==> config.mk <==
export PLATFORM = sky130hd
export DESIGN_NAME = bms_response_frame_receiver
export DESIGN_NICKNAME = d
export VERILOG_FILES = /design/src/rtl/brfr_pkg.sv /design/src/rtl/bms_response_frame_receiver.sv
export SDC_FILE = /design/constraint.sdc
export NUM_CORES = 1
export LEC_CHECK = 0
export ABC_AREA = 1
export BUFFER_PORTS_ARGS = -buffer_cell sky130_fd_sc_hd__buf_2
export CELL_PAD_IN_SITES_DETAIL_PLACEMENT = 1
export CELL_PAD_IN_SITES_GLOBAL_PLACEMENT = 1
export CORE_MARGIN = 2
export CORE_UTILIZATION = 46
export DETAILED_ROUTE_END_ITERATION = 10
export MAX_ROUTING_LAYER = met4
export PLACE_DENSITY = 0.8
export SETUP_SLACK_MARGIN = 0.02
export SLEW_MARGIN = 20
export SYNTH_ARGS = -nofsm -noshare
export SYNTH_HDL_FRONTEND = slang
export SYNTH_SLANG_ARGS = --single-unit
==> constraint.sdc <==
create_clock -name clk_i -period 5.7 [get_ports clk_i]
set_clock_uncertainty 0.1 [all_clocks]
set_input_delay 0 -clock clk_i [delete_from_list [all_inputs] [get_ports clk_i]]
set_output_delay 0 -clock clk_i [all_outputs]
set_load 0.02 [all_outputs]
==> src/rtl/brfr_pkg.sv <==
// Shared types, constants and the CRC-16 byte update for the frame receiver.
// No dependencies.
`default_nettype none

package brfr_pkg;

  typedef enum logic [1:0] {
    MODE_ARM  = 2'd0,
    MODE_BYTE = 2'd1,
    MODE_TICK = 2'd2
  } mode_e;

  typedef enum logic [2:0] {
    ST_OK      = 3'd0,
    ST_BAD_CRC = 3'd1,
    ST_BAD_LEN = 3'd2,
    ST_BAD_CMD = 3'd3,
    ST_TIMEOUT = 3'd4
  } status_e;

  localparam logic REG_TIMEOUT = 1'b0;
  localparam logic REG_CMD     = 1'b1;

  localparam logic [7:0]  START_MARK  = 8'h7a;
  localparam logic [7:0]  END_MARK    = 8'ha7;
  localparam logic [15:0] CRC_INIT    = 16'hffff;
  localparam logic [15:0] CRC_POLY    = 16'ha001;
  localparam logic [9:0]  MIN_FRAME   = 10'd8;
  localparam logic [15:0] TIMEOUT_RST = 16'd500;
  localparam logic [15:0] CMD_RST     = 16'h0001;

  function automatic logic [15:0] crc16_byte(input logic [15:0] crc, input logic [7:0] data);
    logic [15:0] c;
    c = crc ^ {8'h00, data};
    for (int k = 0; k < 8; k++) begin
      c = c[0] ? ((c >> 1) ^ CRC_POLY) : (c >> 1);
    end
    return c;
  endfunction

endpackage

`default_nettype wire

==> src/rtl/bms_response_frame_receiver.sv <==
// Accepted transfers enter the input register; results are registered at the output.
// Throughput: one item per cycle, the byte state update and CRC step being one stage;
// a waiting result holds only an item that has a result, others still pass through.
// Reset: disarmed, frame state cleared, timeout 500 ms, expected command 1.
// Poll response frame receiver top level; depends on brfr_pkg.
`default_nettype none

module bms_response_frame_receiver (
  input  wire logic        clk_i,
  input  wire logic        rst_ni,
  input  wire logic        cfg_we_i,
  input  wire logic        cfg_index_i,
  input  wire logic [15:0] cfg_data_i,
  input  wire logic        in_valid_i,
  output logic             in_ready_o,
  input  wire logic [1:0]  mode_i,
  input  wire logic [7:0]  rx_byte_i,
  output logic             out_valid_o,
  input  wire logic        out_ready_i,
  output logic [2:0]       status_o,
  output logic [15:0]      command_o,
  output logic [7:0]       payload_length_o
);

  logic [15:0] timeout_q;
  logic [15:0] exp_cmd_q;

  logic        in_valid_q;
  logic [1:0]  mode_q;
  logic [7:0]  byte_q;

  logic        armed_q, armed_d;
  logic [8:0]  byte_cnt_q, byte_cnt_d;
  logic [7:0]  frame_len_q, frame_len_d;
  logic [15:0] crc_run_q, crc_run_d;
  logic [15:0] crc_rcv_q, crc_rcv_d;
  logic [15:0] cmd_q, cmd_d;
  logic        end_missed_q, end_missed_d;
  logic [15:0] elapsed_q, elapsed_d;

  logic        out_valid_q;
  logic [2:0]  status_q;
  logic [15:0] command_q;
  logic [7:0]  len_q;

  logic        res_valid;
  brfr_pkg::status_e res_status;
  logic [15:0] res_cmd;
  logic [7:0]  res_len;

  logic [9:0]  pos;
  logic [7:0]  len_w;
  logic [9:0]  len_x;
  logic [9:0]  total;
  logic [9:0]  need;
  logic        fold, shift, end_bad;
  logic        out_free, proc_fire;

  assign pos     = {1'b0, byte_cnt_q};
  assign len_w   = (byte_cnt_q == 9'd2) ? byte_q : frame_len_q;
  assign len_x   = {2'b00, len_w};
  assign total   = pos + 10'd1;
  assign need    = ((len_x + 10'd4) < brfr_pkg::MIN_FRAME) ? brfr_pkg::MIN_FRAME
                                                           : (len_x + 10'd4);
  assign fold    = (pos >= 10'd2) && (pos <= len_x + 10'd1);
  assign shift   = (pos <= len_x + 10'd2);
  assign end_bad = (pos >= 10'd3) && (pos == len_x + 10'd3) && (byte_q != brfr_pkg::END_MARK);

  always_comb begin
    armed_d      = armed_q;
    byte_cnt_d   = byte_cnt_q;
    frame_len_d  = frame_len_q;
    crc_run_d    = crc_run_q;
    crc_rcv_d    = crc_rcv_q;
    cmd_d        = cmd_q;
    end_missed_d = end_missed_q;
    elapsed_d    = elapsed_q;
    res_valid    = 1'b0;
    res_status   = brfr_pkg::ST_OK;
    res_cmd      = 16'h0000;
    res_len      = 8'h00;
    if (in_valid_q) begin
      case (mode_q)
        brfr_pkg::MODE_ARM: begin
          if (!armed_q) begin
            armed_d      = 1'b1;
            byte_cnt_d   = 9'd0;
            frame_len_d  = 8'h00;
            crc_run_d    = brfr_pkg::CRC_INIT;
            crc_rcv_d    = 16'h0000;
            cmd_d        = 16'h0000;
            end_missed_d = 1'b0;
            elapsed_d    = 16'h0000;
          end
        end
        brfr_pkg::MODE_BYTE: begin
          if (armed_q && !end_missed_q) begin
            if (byte_cnt_q == 9'd0) begin
              if (byte_q == brfr_pkg::START_MARK) begin
                byte_cnt_d = 9'd1;
              end
            end else begin
              if (byte_cnt_q == 9'd2) begin
                frame_len_d = byte_q;
              end
              if (fold) begin
                crc_run_d = brfr_pkg::crc16_byte(crc_run_q, crc_rcv_q[7:0]);
              end
              if (shift) begin
                crc_rcv_d = {crc_rcv_q[7:0], byte_q};
              end
              if (byte_cnt_q == 9'd5) begin
                cmd_d[15:8] = byte_q;
              end
              if (byte_cnt_q == 9'd6) begin
                cmd_d[7:0] = byte_q;
              end
              byte_cnt_d = total[8:0];
              if (end_bad) begin
                end_missed_d = 1'b1;
              end else if (total >= need) begin
                res_valid = 1'b1;
                res_cmd   = cmd_d;
                res_len   = frame_len_d;
                armed_d   = 1'b0;
                if (crc_run_d != crc_rcv_d) begin
                  res_status = brfr_pkg::ST_BAD_CRC;
                end else if (total != len_x + 10'd4) begin
                  res_status = brfr_pkg::ST_BAD_LEN;
                end else if (cmd_d != exp_cmd_q) begin
                  res_status = brfr_pkg::ST_BAD_CMD;
                end else begin
                  res_status = brfr_pkg::ST_OK;
                end
              end
            end
          end
        end
        brfr_pkg::MODE_TICK: begin
          if (armed_q) begin
            if (elapsed_q >= timeout_q) begin
              res_valid  = 1'b1;
              res_status = brfr_pkg::ST_TIMEOUT;
              armed_d    = 1'b0;
            end else begin
              elapsed_d = elapsed_q + 16'd1;
            end
          end
        end
        default: begin
        end
      endcase
    end
  end

  assign out_free   = !out_valid_q || out_ready_i;
  assign proc_fire  = in_valid_q && (!res_valid || out_free);
  assign in_ready_o = !in_valid_q || proc_fire;

  always_ff @(posedge clk_i or negedge rst_ni) begin
    if (!rst_ni) begin
      timeout_q <= brfr_pkg::TIMEOUT_RST;
      exp_cmd_q <= brfr_pkg::CMD_RST;
    end else if (cfg_we_i) begin
      case (cfg_index_i)
        brfr_pkg::REG_TIMEOUT: timeout_q <= cfg_data_i;
        brfr_pkg::REG_CMD:     exp_cmd_q <= cfg_data_i;
        default: begin
        end
      endcase
    end
  end

  always_ff @(posedge clk_i or negedge rst_ni) begin
    if (!rst_ni) begin
      in_valid_q <= 1'b0;
    end else if (in_ready_o) begin
      in_valid_q <= in_valid_i;
    end
  end

  always_ff @(posedge clk_i) begin
    if (in_valid_i && in_ready_o) begin
      mode_q <= mode_i;
      byte_q <= rx_byte_i;
    end
  end

  always_ff @(posedge clk_i or negedge rst_ni) begin
    if (!rst_ni) begin
      armed_q      <= 1'b0;
      byte_cnt_q   <= 9'd0;
      frame_len_q  <= 8'h00;
      crc_run_q    <= brfr_pkg::CRC_INIT;
      crc_rcv_q    <= 16'h0000;
      cmd_q        <= 16'h0000;
      end_missed_q <= 1'b0;
      elapsed_q    <= 16'h0000;
    end else if (proc_fire) begin
      armed_q      <= armed_d;
      byte_cnt_q   <= byte_cnt_d;
      frame_len_q  <= frame_len_d;
      crc_run_q    <= crc_run_d;
      crc_rcv_q    <= crc_rcv_d;
      cmd_q        <= cmd_d;
      end_missed_q <= end_missed_d;
      elapsed_q    <= elapsed_d;
    end
  end

  always_ff @(posedge clk_i or negedge rst_ni) begin
    if (!rst_ni) begin
      out_valid_q <= 1'b0;
    end else if (proc_fire && res_valid) begin
      out_valid_q <= 1'b1;
    end else if (out_ready_i) begin
      out_valid_q <= 1'b0;
    end
  end

  always_ff @(posedge clk_i) begin
    if (proc_fire && res_valid) begin
      status_q  <= res_status;
      command_q <= res_cmd;
      len_q     <= res_len;
    end
  end

  assign out_valid_o      = out_valid_q;
  assign status_o         = status_q;
  assign command_o        = command_q;
  assign payload_length_o = len_q;

endmodule

`default_nettype wire

==> results of run 1 <==
[state kept, by name, summed over array words and instances, names as in the netlist, 2 cells and up]
register          count
cmd_q                16
command_o            16
crc_rcv_q            16
crc_run_q            16
elapsed_q            16
exp_cmd_q            16
timeout_q            16
byte_cnt_q            9
byte_q                8
frame_len_q           8
payload_length_o      8
status_o              3
mode_q                2
[power groups by stage]
stage,registers (mW),clock network [mW],logic [mW]
after detailed placement,1.54,0,1.61
final,1.53,1.20,1.66
after CTS,1.52,1.21,1.65
after floorplan,1.48,0,1.25
after global placement,1.53,0,1.56
after global routing,1.55,1.26,1.89
[cells by family after synthesis]
logic type      Yosys count  synth area share, %
simple gates            623                27.06
compound gates          214                11.47
buf+inv                 211                8.555
flops                   154                39.23
xor+xnor                 82                6.926
fa+ha+maj                56                6.757
[critical path: cells and delay by family (launching register included)]
family | cells | cell delay, ns
compound gates | 3 | 0.37
xor+xnor | 1 | 0.29
fa+ha+maj | 3 | 0.74
buf+inv | 5 | 0.75
flops | 1 | 0.48
simple gates | 20 | 2.40
[metal layers]
| metal | global-route usage [%] | share of wire (%) | vias to the layer above |
|---|---|---|---|
| met5 | - | 0 | - |
| met4 | 11.39 | 3.8 | 0 |
| met3 | 5.496 | 4.4 | 76 |
| met2 | 44.99 | 47 | 220 |
| met1 | 38.24 | 45 | 4557 |
| li1 | - | - | 4461 |
[timing repair]
item                       in CTS  in global routing
setup endpoints to repair       0                148
hold buffers                   30                  0
setup buffers                   0                  8
hold endpoints to repair       87                  0
gates resized for setup         0                  8
[stage by stage]
| stage | utilization, % | setup TNS [ns] | hold WS [ns] | std cells |
|---|---|---|---|---|
| 2_1_floorplan | - | 0 | -0.3956 | 1340 |
| 3_3_place_gp | 49.93 | 0 | 0.05465 | 1658 |
| 3_5_place_dp | 49.93 | 0 | 0.05052 | 1658 |
| 4_1_cts | 54.11 | 0 | 0.1315 | 1720 |
| 5_1_grt | 54.45 | -0.05012 | 0.1667 | 1728 |
| 6_report | 54.45 | 0 | 0.1027 | 1728 |
[cells in the final DEF (no fill, tap or decap), types with 23 or more instances in the layout]
| master | instances |
|---|---|
| xnor2_1 | 30 |
| ha_1 | 56 |
| edfxtp_1 | 37 |
| o21ai_2 | 27 |
| a21oi_1 | 36 |
| nand3_1 | 47 |
| o21ai_0 | 99 |
| buf_2 | 59 |
| or2_2 | 27 |
| dfrtp_1 | 94 |
| xor2_1 | 51 |
| nor2_1 | 133 |
| o21ai_1 | 43 |
| inv_1 | 161 |
| nand2_1 | 332 |
| nand2_2 | 26 |
| dlygate4sd3_1 | 30 |
| dfstp_2 | 23 |
[cell type report]
class	instances	area [µm²]	area share [%]
clock buffer	17	425.4	3.558
sequential	154	4068	34.02
timing repair buffer	114	833.3	6.969
clock inverter	15	192.7	1.612
tap	280	350.3	2.930
inverter	173	654.4	5.473
multi-input combinational	975	5433	45.44
[final timing paths]
kind | startpoint | endpoint | slack [ns] | cells after the start
hold / removal | rst_ni | crc_rcv_q[3] | 0.10 | 2
max in group asynchronous | rst_ni | elapsed_q[15] | 3.99 | 3
setup / recovery | byte_cnt_q[0] | cmd_q[10] | 0.45 | 32
setup reg to reg | byte_cnt_q[0] | cmd_q[10] | 0.45 | 32
min in group clk_i | mode_i[1] | mode_q[1] | 0.18 | 2
hold reg to reg | crc_run_q[13] | crc_run_q[13] | 0.38 | 2
==> qor.yml, run 1 <==
outcome:
  status: "finished, final reports clean"
worst_setup_path:
  crit_path_start_kind: "flop"
  critPathSlowestCell: "dfrtp_1"
  cpPeakStageDelay_ns: 0.48
  crit_top_cell: "nand2_1"
  critPathArrivalTime_ns: 5.51
  endpoint_kind: "flop"
  worstPathRequired_ns: 5.96
  worstPathMaxFanout: 35
  path_class: "reg2reg"
clocking:
  path_clk_slew_ns: 0.08
  insertion_delay_ns: 0.44
  clockBufferDepth: 2
  numCtsBuffers: 17
  htree_levels: 4
  cts_tree: "yes"
  cts-root-buf: "clkbuf_16"
  cts_sinks: 154
finish:
  nFillCells: 2735
  final_nets: 1523
  drive_gt1_share_pct: 17.47
  antenna_cells: 0
  postLayoutCellArea_um2: 11960
  syn_to_final_growth_pct: 15.30
flow_run:
  maxCapViolations: 0
die:
  core_area_um2: 21960
  die_h_um: 154.1
  rows: 54
  dieArea_um2: 23760
  dieWidth_um: 154.1
  initial_core_util_pct: 47.23
  ioPinCount: 61
pwr:
  static-leakage-power_nw: 5.727
  power.total_mw: 4.387
  p_seq_share_pct: 34.8
  swShare_pct: 41.33
  power.density_nw_per_um2: 366.9
  p_comb_share_pct: 37.8
  internal_power_mw: 2.574
  clock_power_share_pct: 27.5
  peakVddDrop_uv: 189.7
  p_switching_mw: 1.813
synth:
  synthTopCellsByCount: "333 x nand2_1, 163 x inv_1, 133 x nor2_1, 102 x o21ai_0, 94 x dfrtp_1"
  synth_top_area_cell: "dfrtp_1"
  synth.area.top_cells: "dfrtp_1 23%, nand2_1 12%, edfxtp_1 11%, ha_1 6.8%, inv_1 5.9%"
  synth_edf_count: 37
  synth_cell_types: 41
  ys_seq_elements: 154
  avgSynthCellArea_um2: 7.739
  netlist_area_um2: 10370
  async_flop_share_pct: 75.97
  yosysMostFrequentCell: "nand2_1"
  syn_inst: 1340
  yosysWarnings: 0
  synth_top_area_share_pct: 22.68
  ys_seq_area_share_pct: 39.23
  syn_nets: 1428
  ys.flop_type: "dfrtp_1"
grt:
  antenna_found_initial: 0
  grt_pass1_wl_mm: 52.96
  grt_remaining_overflow: 0
  grtUsageTotal_pct: 29.21
  grt_max_degree: 61
  grt_pass1_vias: 9821
routing:
  drc: 0
  drt_iter0_drc: 470
  dr.pass1.iters: 4
  vias: 9314
  ant_nets: 0
  post_drt_wl_per_cell_um: 18.86
  wl_mm: 32.59
  viasPerCell: 5.390
sta:
  fin_crit_ns: 5.250
  final-setup-viol-count: 0
  layout_setup_ws_ns: 0.4497
  final_hold_viol_count: 0
  slew_headroom_pct: 36.29
  drv_slew: 0
  period_share_pct: 92.11
  tightest_slew_ns: 0.9534
  fmax_ghz: 0.1905
  rsz0062_at_grt: "yes"
placed_design:
  dp_hpwl_mm: 22.88
  dpl-instance-area_um2: 10960
  numPortBuffers: 60
  pre_cts_slack_ns: 0.1934
  gp_congestion: 0.9313
hold_path:
  hold_class: "in2async"
Power figures use the tool's default switching activity.
==> inputs of run 2 (changes only) <==
ABC_CLOCK_PERIOD_IN_PS = 5400   (was default)
clock period = 5.4 ns   (was 5.7 ns; I/O delays follow)
==> qor.yml, run 2 (synthesized netlist as in run 1, its figures left out) <==
sta:
  tightest_slew_ns: 1.065  # was 0.9534 ns
  layout_setup_ws_ns: 0.2878  # was 0.4497 ns
  whs_ns: 0.06855  # was 0.1027 ns
  setup_tns_ns: 0  # unchanged
  fmax_ghz: 0.1956  # was 0.1905 GHz
  fin_crit_ns: 5.112  # was 5.250 ns
  drv_slew: 0  # unchanged
  final_hold_viol_count: 0  # unchanged
  slew_headroom_pct: 28.98  # was 36.29%
  period_share_pct: 94.67  # was 92.11%
  final-setup-viol-count: 0  # unchanged
grt:
  antenna_found_initial: 1  # was 0
  grt_pass1_vias: 10212  # was 9821
  grt_remaining_overflow: 0  # unchanged
  grt_max_degree: 67  # was 61
  grtUsageTotal_pct: 31.61  # was 29.21%
  grt_pass1_wl_mm: 56.19  # was 52.96 mm
clocking:
  htree_levels: 4  # unchanged
  numCtsBuffers: 17  # unchanged
  clockBufferDepth: 2  # unchanged
  insertion_delay_ns: 0.46  # was 0.44 ns
  cts-root-buf: "clkbuf_16"  # unchanged
  cts_sinks: 154  # unchanged
  path_clk_slew_ns: 0.08  # about the same
  cts_tree: "yes"  # unchanged
placed_design:
  numPortBuffers: 60  # unchanged
  dp_hpwl_mm: 23.32  # was 22.88 mm
  gp_congestion: 0.9513  # was 0.9313
  pre_cts_slack_ns: 0.04303  # was 0.1934 ns
routing:
  drt_iter0_drc: 690  # was 470
  post_drt_wl_per_cell_um: 20.83  # was 18.86 µm
  viasPerCell: 5.499  # was 5.390
  wl_mm: 36.39  # was 32.59 mm
  ant_nets: 0  # unchanged
  vias: 9607  # was 9314
  drc: 0  # unchanged
  dr.pass1.iters: 5  # was 4
outcome:
  status: "finished, final reports clean"  # unchanged
finish:
  layout_common_cells: "331 x nand2_1, 159 x inv_1, 132 x nor2_1"  # was 332 x nand2_1, 161 x inv_1, 133 x nor2_1
  syn_to_final_growth_pct: 17.72  # was 15.30%
  final_common_cell: "nand2_1"  # unchanged
  multi_input_area_um2: 5527  # was 5433 µm²
  final_nets: 1541  # was 1523
  drive_gt1_share_pct: 19.51  # was 17.47%
  regArea_um2: 4069  # was 4068 µm²
  nFillCells: 2751  # was 2735
die:
  initial_core_util_pct: 47.23  # unchanged
  dieArea_um2: 23760  # unchanged
  core_area_um2: 21960  # unchanged
  rows: 54  # unchanged
  die_h_um: 154.1  # unchanged
  ioPinCount: 61  # unchanged
  dieWidth_um: 154.1  # unchanged
worst_setup_path:
  crit_path_start_kind: "flop"  # unchanged
  critPathArrivalTime_ns: 5.29  # was 5.51 ns
  endpoint_kind: "flop"  # unchanged
  path_class: "reg2reg"  # unchanged
  worstPathMaxFanout: 10  # was 35
  worstPathRequired_ns: 5.58  # was 5.96 ns
pwr:
  power.density_nw_per_um2: 394.8  # was 366.9 nW/µm²
  static-leakage-power_nw: 5.829  # was 5.727 nW
  power.total_mw: 4.820  # was 4.387 mW
  peakVddDrop_uv: 275.2  # was 189.7 µV
hold_path:
  hold_class: "in2async"  # unchanged
flow_run:
  maxCapViolations: 0  # unchanged
[run 2: cell types whose count changed in the layout (fill, tap and decap cells not counted), moves of 2 or more]
cell	before	now
o21ai_1	43	45
nand3_2	2	4
o21ai_2	27	33
inv_2	11	13
o21ai_0	99	90
buf_4	21	32
clkbuf_16	17	19
inv_1	161	159
o21ai_4	0	3
[run 2: area by class of cell]
| class | instances | area share, % |
|---|---|---|
| inverter | 173 | 5.360 |
| sequential | 154 | 33.33 |
| clock buffer | 17 | 3.485 |
| timing repair buffer | 129 | 8.107 |
| multi-input combinational | 978 | 45.27 |
| antenna | 1 | 0.02050 |
| clock inverter | 15 | 1.558 |
| tap | 280 | 2.870 |
[run 2: path summary, 6_finish.rpt]
check	start	endpoint	slack [ns]	cells after the start
min reg2reg	crc_run_q[11]	crc_run_q[11]	0.39	2
max in group asynchronous	rst_ni	elapsed_q[9]	3.70	3
min in group clk_i	mode_i[0]	mode_q[0]	0.15	2
max reg2reg	byte_cnt_q[0]	status_o[1]	0.29	27
min	rst_ni	crc_rcv_q[11]	0.07	2
max	byte_cnt_q[0]	status_o[1]	0.29	27
[run 2: per-layer routing]
layer | share of wire, % | vias to the layer above | track usage [%]
met1 | 43 | 4742 | 38.30
met3 | 4.8 | 101 | 6.032
li1 | - | 4510 | -
met4 | 4.5 | 0 | 13.80
met5 | 0 | - | -
met2 | 48 | 254 | 51.61
[run 2: through the flow]
| stage | utilization [%] | cell area, µm² | instances |
|---|---|---|---|
| 2_1_floorplan | - | 10370 | 1340 |
| 3_3_place_gp | 50.22 | 11030 | 1668 |
| 3_5_place_dp | 50.22 | 11030 | 1668 |
| 4_1_cts | 54.44 | 11950 | 1730 |
| 5_1_grt | 55.60 | 12210 | 1747 |
| 6_report | 55.60 | 12210 | 1747 |
[run 2: repair_timing]
item,in CTS,in global routing
hold endpoints to repair,97,0
gates cloned,0,6
pin swaps,0,2
buffers inserted,0,10
setup endpoints to repair,21,149
gates resized for setup,2,37
hold buffers,30,0
[run 2: critical path, cell delays in order, from the launching register on]
cell	delay, ns
dfrtp_2	0.47
inv_2	0.12
ha_1	0.22
nand2_2	0.11
nor2_8	0.19
nand2_4	0.14
nand2_2	0.12
nand2_1	0.10
inv_2	0.14
ha_2	0.24
nand2_1	0.10
nor2_2	0.14
xor2_2	0.12
nand2_1	0.07
o21ai_0	0.08
ha_1	0.32
nand2_2	0.15
nor2_1	0.19
nand4_1	0.13
nand3_2	0.20
o21ai_4	0.09
buf_2	0.18
o21ai_0	0.31
xor2_1	0.24
nand3b_1	0.10
nor2_1	0.20
nand3_1	0.20
nor3_2	0.19
[run 2: power breakdown]
group	switching, mW	internal [mW]	total, mW	leakage [nW]
registers	0.200	1.42	1.62	1.90
logic	1.21	0.701	1.91	3.64
clock network	0.658	0.635	1.29	0.295
==> inputs of run 3 (changes only) <==
RECOVER_POWER = 50   (was default)
==> qor.yml, run 3 (synthesized netlist as in run 1, its figures left out) <==
outcome:
  status: "finished, violations left"  # was finished, final reports clean
  violations: "capacitance limit, slew limit"
finish:
  final_nets: 1541  # unchanged
  final_util_pct: 55.37  # was 55.60%
  layout_common_cells: "331 x nand2_1, 159 x inv_1, 132 x nor2_1"  # unchanged
  nFillCells: 2769  # was 2751
  final_common_cell: "nand2_1"  # unchanged
  syn_to_final_growth_pct: 17.24  # was 17.72%
  drive_gt1_share_pct: 16.92  # was 19.51%
  stdcell_count: 1747  # unchanged
  postLayoutCellArea_um2: 12160  # was 12210 µm²
grt:
  grtUsageTotal_pct: 31.61  # unchanged
  antenna_found_initial: 1  # unchanged
  grt_pass1_vias: 10212  # unchanged
  grt_pass1_wl_mm: 56.19  # unchanged
  grt_max_degree: 67  # unchanged
  grt_remaining_overflow: 0  # unchanged
routing:
  vias: 9622  # was 9607
  dr.pass1.iters: 5  # unchanged
  viasPerCell: 5.508  # was 5.499
  wl_mm: 36.35  # was 36.39 mm
  drt_iter0_drc: 643  # was 690
  drc: 0  # unchanged
  ant_nets: 0  # unchanged
  post_drt_wl_per_cell_um: 20.81  # was 20.83 µm
worst_setup_path:
  path_class: "reg2reg"  # unchanged
  crit_path_start: "byte_cnt_q[0]"  # unchanged
  endpoint_kind: "flop"  # unchanged
  worstPathRequired_ns: 5.58  # about the same
  crit_path_start_kind: "flop"  # unchanged
  worstPathMaxFanout: 10  # unchanged
  r2r_start: "byte_cnt_q[0]"  # unchanged
  critPathArrivalTime_ns: 5.28  # was 5.29 ns
clocking:
  cts-root-buf: "clkbuf_16"  # unchanged
  path_clk_slew_ns: 0.07  # was 0.08 ns
  htree_levels: 4  # unchanged
  cts_sinks: 154  # unchanged
  insertion_delay_ns: 0.46  # about the same
  cts_tree: "yes"  # unchanged
  numCtsBuffers: 17  # unchanged
  clockBufferDepth: 2  # unchanged
sta:
  drv_slew: 120  # was 0
  setup_tns_ns: 0  # unchanged
  period_share_pct: 94.44  # was 94.67%
  tightest_slew_ns: 3.185  # was 1.065 ns
  slew_headroom_pct: -112.4  # was 28.98%
  final-setup-viol-count: 0  # unchanged
  final_hold_viol_count: 0  # unchanged
  fin_crit_ns: 5.100  # was 5.112 ns
  fmax_ghz: 0.1961  # was 0.1956 GHz
die:
  rows: 54  # unchanged
  dieArea_um2: 23760  # unchanged
  core_area_um2: 21960  # unchanged
  die_h_um: 154.1  # unchanged
  initial_core_util_pct: 47.23  # unchanged
  ioPinCount: 61  # unchanged
  dieWidth_um: 154.1  # unchanged
hold_path:
  hold_start: "mode_i[0]"
  hold_class: "in2reg"  # was in2async
pwr:
  power.total_mw: 4.812  # was 4.820 mW
  static-leakage-power_nw: 5.693  # was 5.829 nW
  power.density_nw_per_um2: 395.8  # was 394.8 nW/µm²
  peakVddDrop_uv: 272.5  # was 275.2 µV
placed_design:
  numPortBuffers: 60  # unchanged
  dp_hpwl_mm: 23.32  # unchanged
  gp_congestion: 0.9513  # unchanged
  dpl-instance-area_um2: 11030  # unchanged
  dp_cells: 1668  # unchanged
flow_run:
  maxCapViolations: 2  # was 0
[run 3: path summary, 6_finish.rpt]
check,endpoint,slack [ns],depth (start not counted)
min in group asynchronous,cmd_q[8],1.06,2
hold / removal,mode_q[0],0.16,2
setup reg to reg,status_o[1],0.30,27
hold reg to reg,crc_run_q[11],0.39,2
setup / recovery,status_o[1],0.30,27
max in group asynchronous,elapsed_q[9],1.05,3
[run 3: timing repair]
item / 4_1_cts / 5_1_grt
setup endpoints to repair: 21 / 149
endpoints found under the hold margin: 97 / 0
gates cloned: 0 / 6
setup buffers: 0 / 10
hold buffers: 30 / 0
gates resized for setup: 2 / 37
pin swaps: 0 / 2
[run 3: per-layer routing]
layer / part of all wire, % / GRT usage (%)
met2: 48 / 51.61
met1: 43 / 38.30
met4: 4.5 / 13.80
met3: 4.8 / 6.032
met5: 0 / -
[run 3: where the power goes]
group / switching [mW] / total, mW / internal, mW
Sequential: 0.199 / 1.62 / 1.42
Clock: 0.656 / 1.29 / 0.635
Combinational: 1.20 / 1.90 / 0.700
[run 3: final cells by class]
| cell class | count | area (µm²) | share of cell area [%] |
|---|---|---|---|
| multi-input combinational | 978 | 5527 | 45.46 |
| sequential | 154 | 4069 | 33.47 |
| antenna | 1 | 2.502 | 0.02058 |
| inverter | 173 | 654.4 | 5.382 |
| tap | 280 | 350.3 | 2.882 |
| clock buffer | 17 | 425.4 | 3.499 |
| clock inverter | 15 | 190.2 | 1.564 |
| timing repair buffer | 129 | 939.7 | 7.729 |
[run 3: per-stage QoR]
stage	hold slack, ns	setup WS [ns]
floorplan	-0.3956	0.4408
global placement	0.01245	0.3446
detailed placement	0.01130	0.04303
CTS	0.07864	0.01808
global route	0.1801	-0.02339
finish	0.1556	0.3004
[run 3: critical path, stage by stage (launching register included)]
cell,delay (ns)
dfrtp_2,0.47
inv_2,0.13
ha_1,0.22
nand2_2,0.11
nor2_8,0.19
nand2_4,0.14
nand2_2,0.12
nand2_1,0.09
inv_2,0.14
ha_2,0.24
nand2_1,0.10
nor2_2,0.14
xor2_2,0.12
nand2_1,0.07
o21ai_0,0.08
ha_1,0.32
nand2_2,0.15
nor2_1,0.19
nand4_1,0.12
nand3_2,0.20
o21ai_4,0.09
buf_2,0.18
o21ai_0,0.30
xor2_1,0.24
nand3b_1,0.10
nor2_1,0.20
nand3_1,0.20
nor3_2,0.20
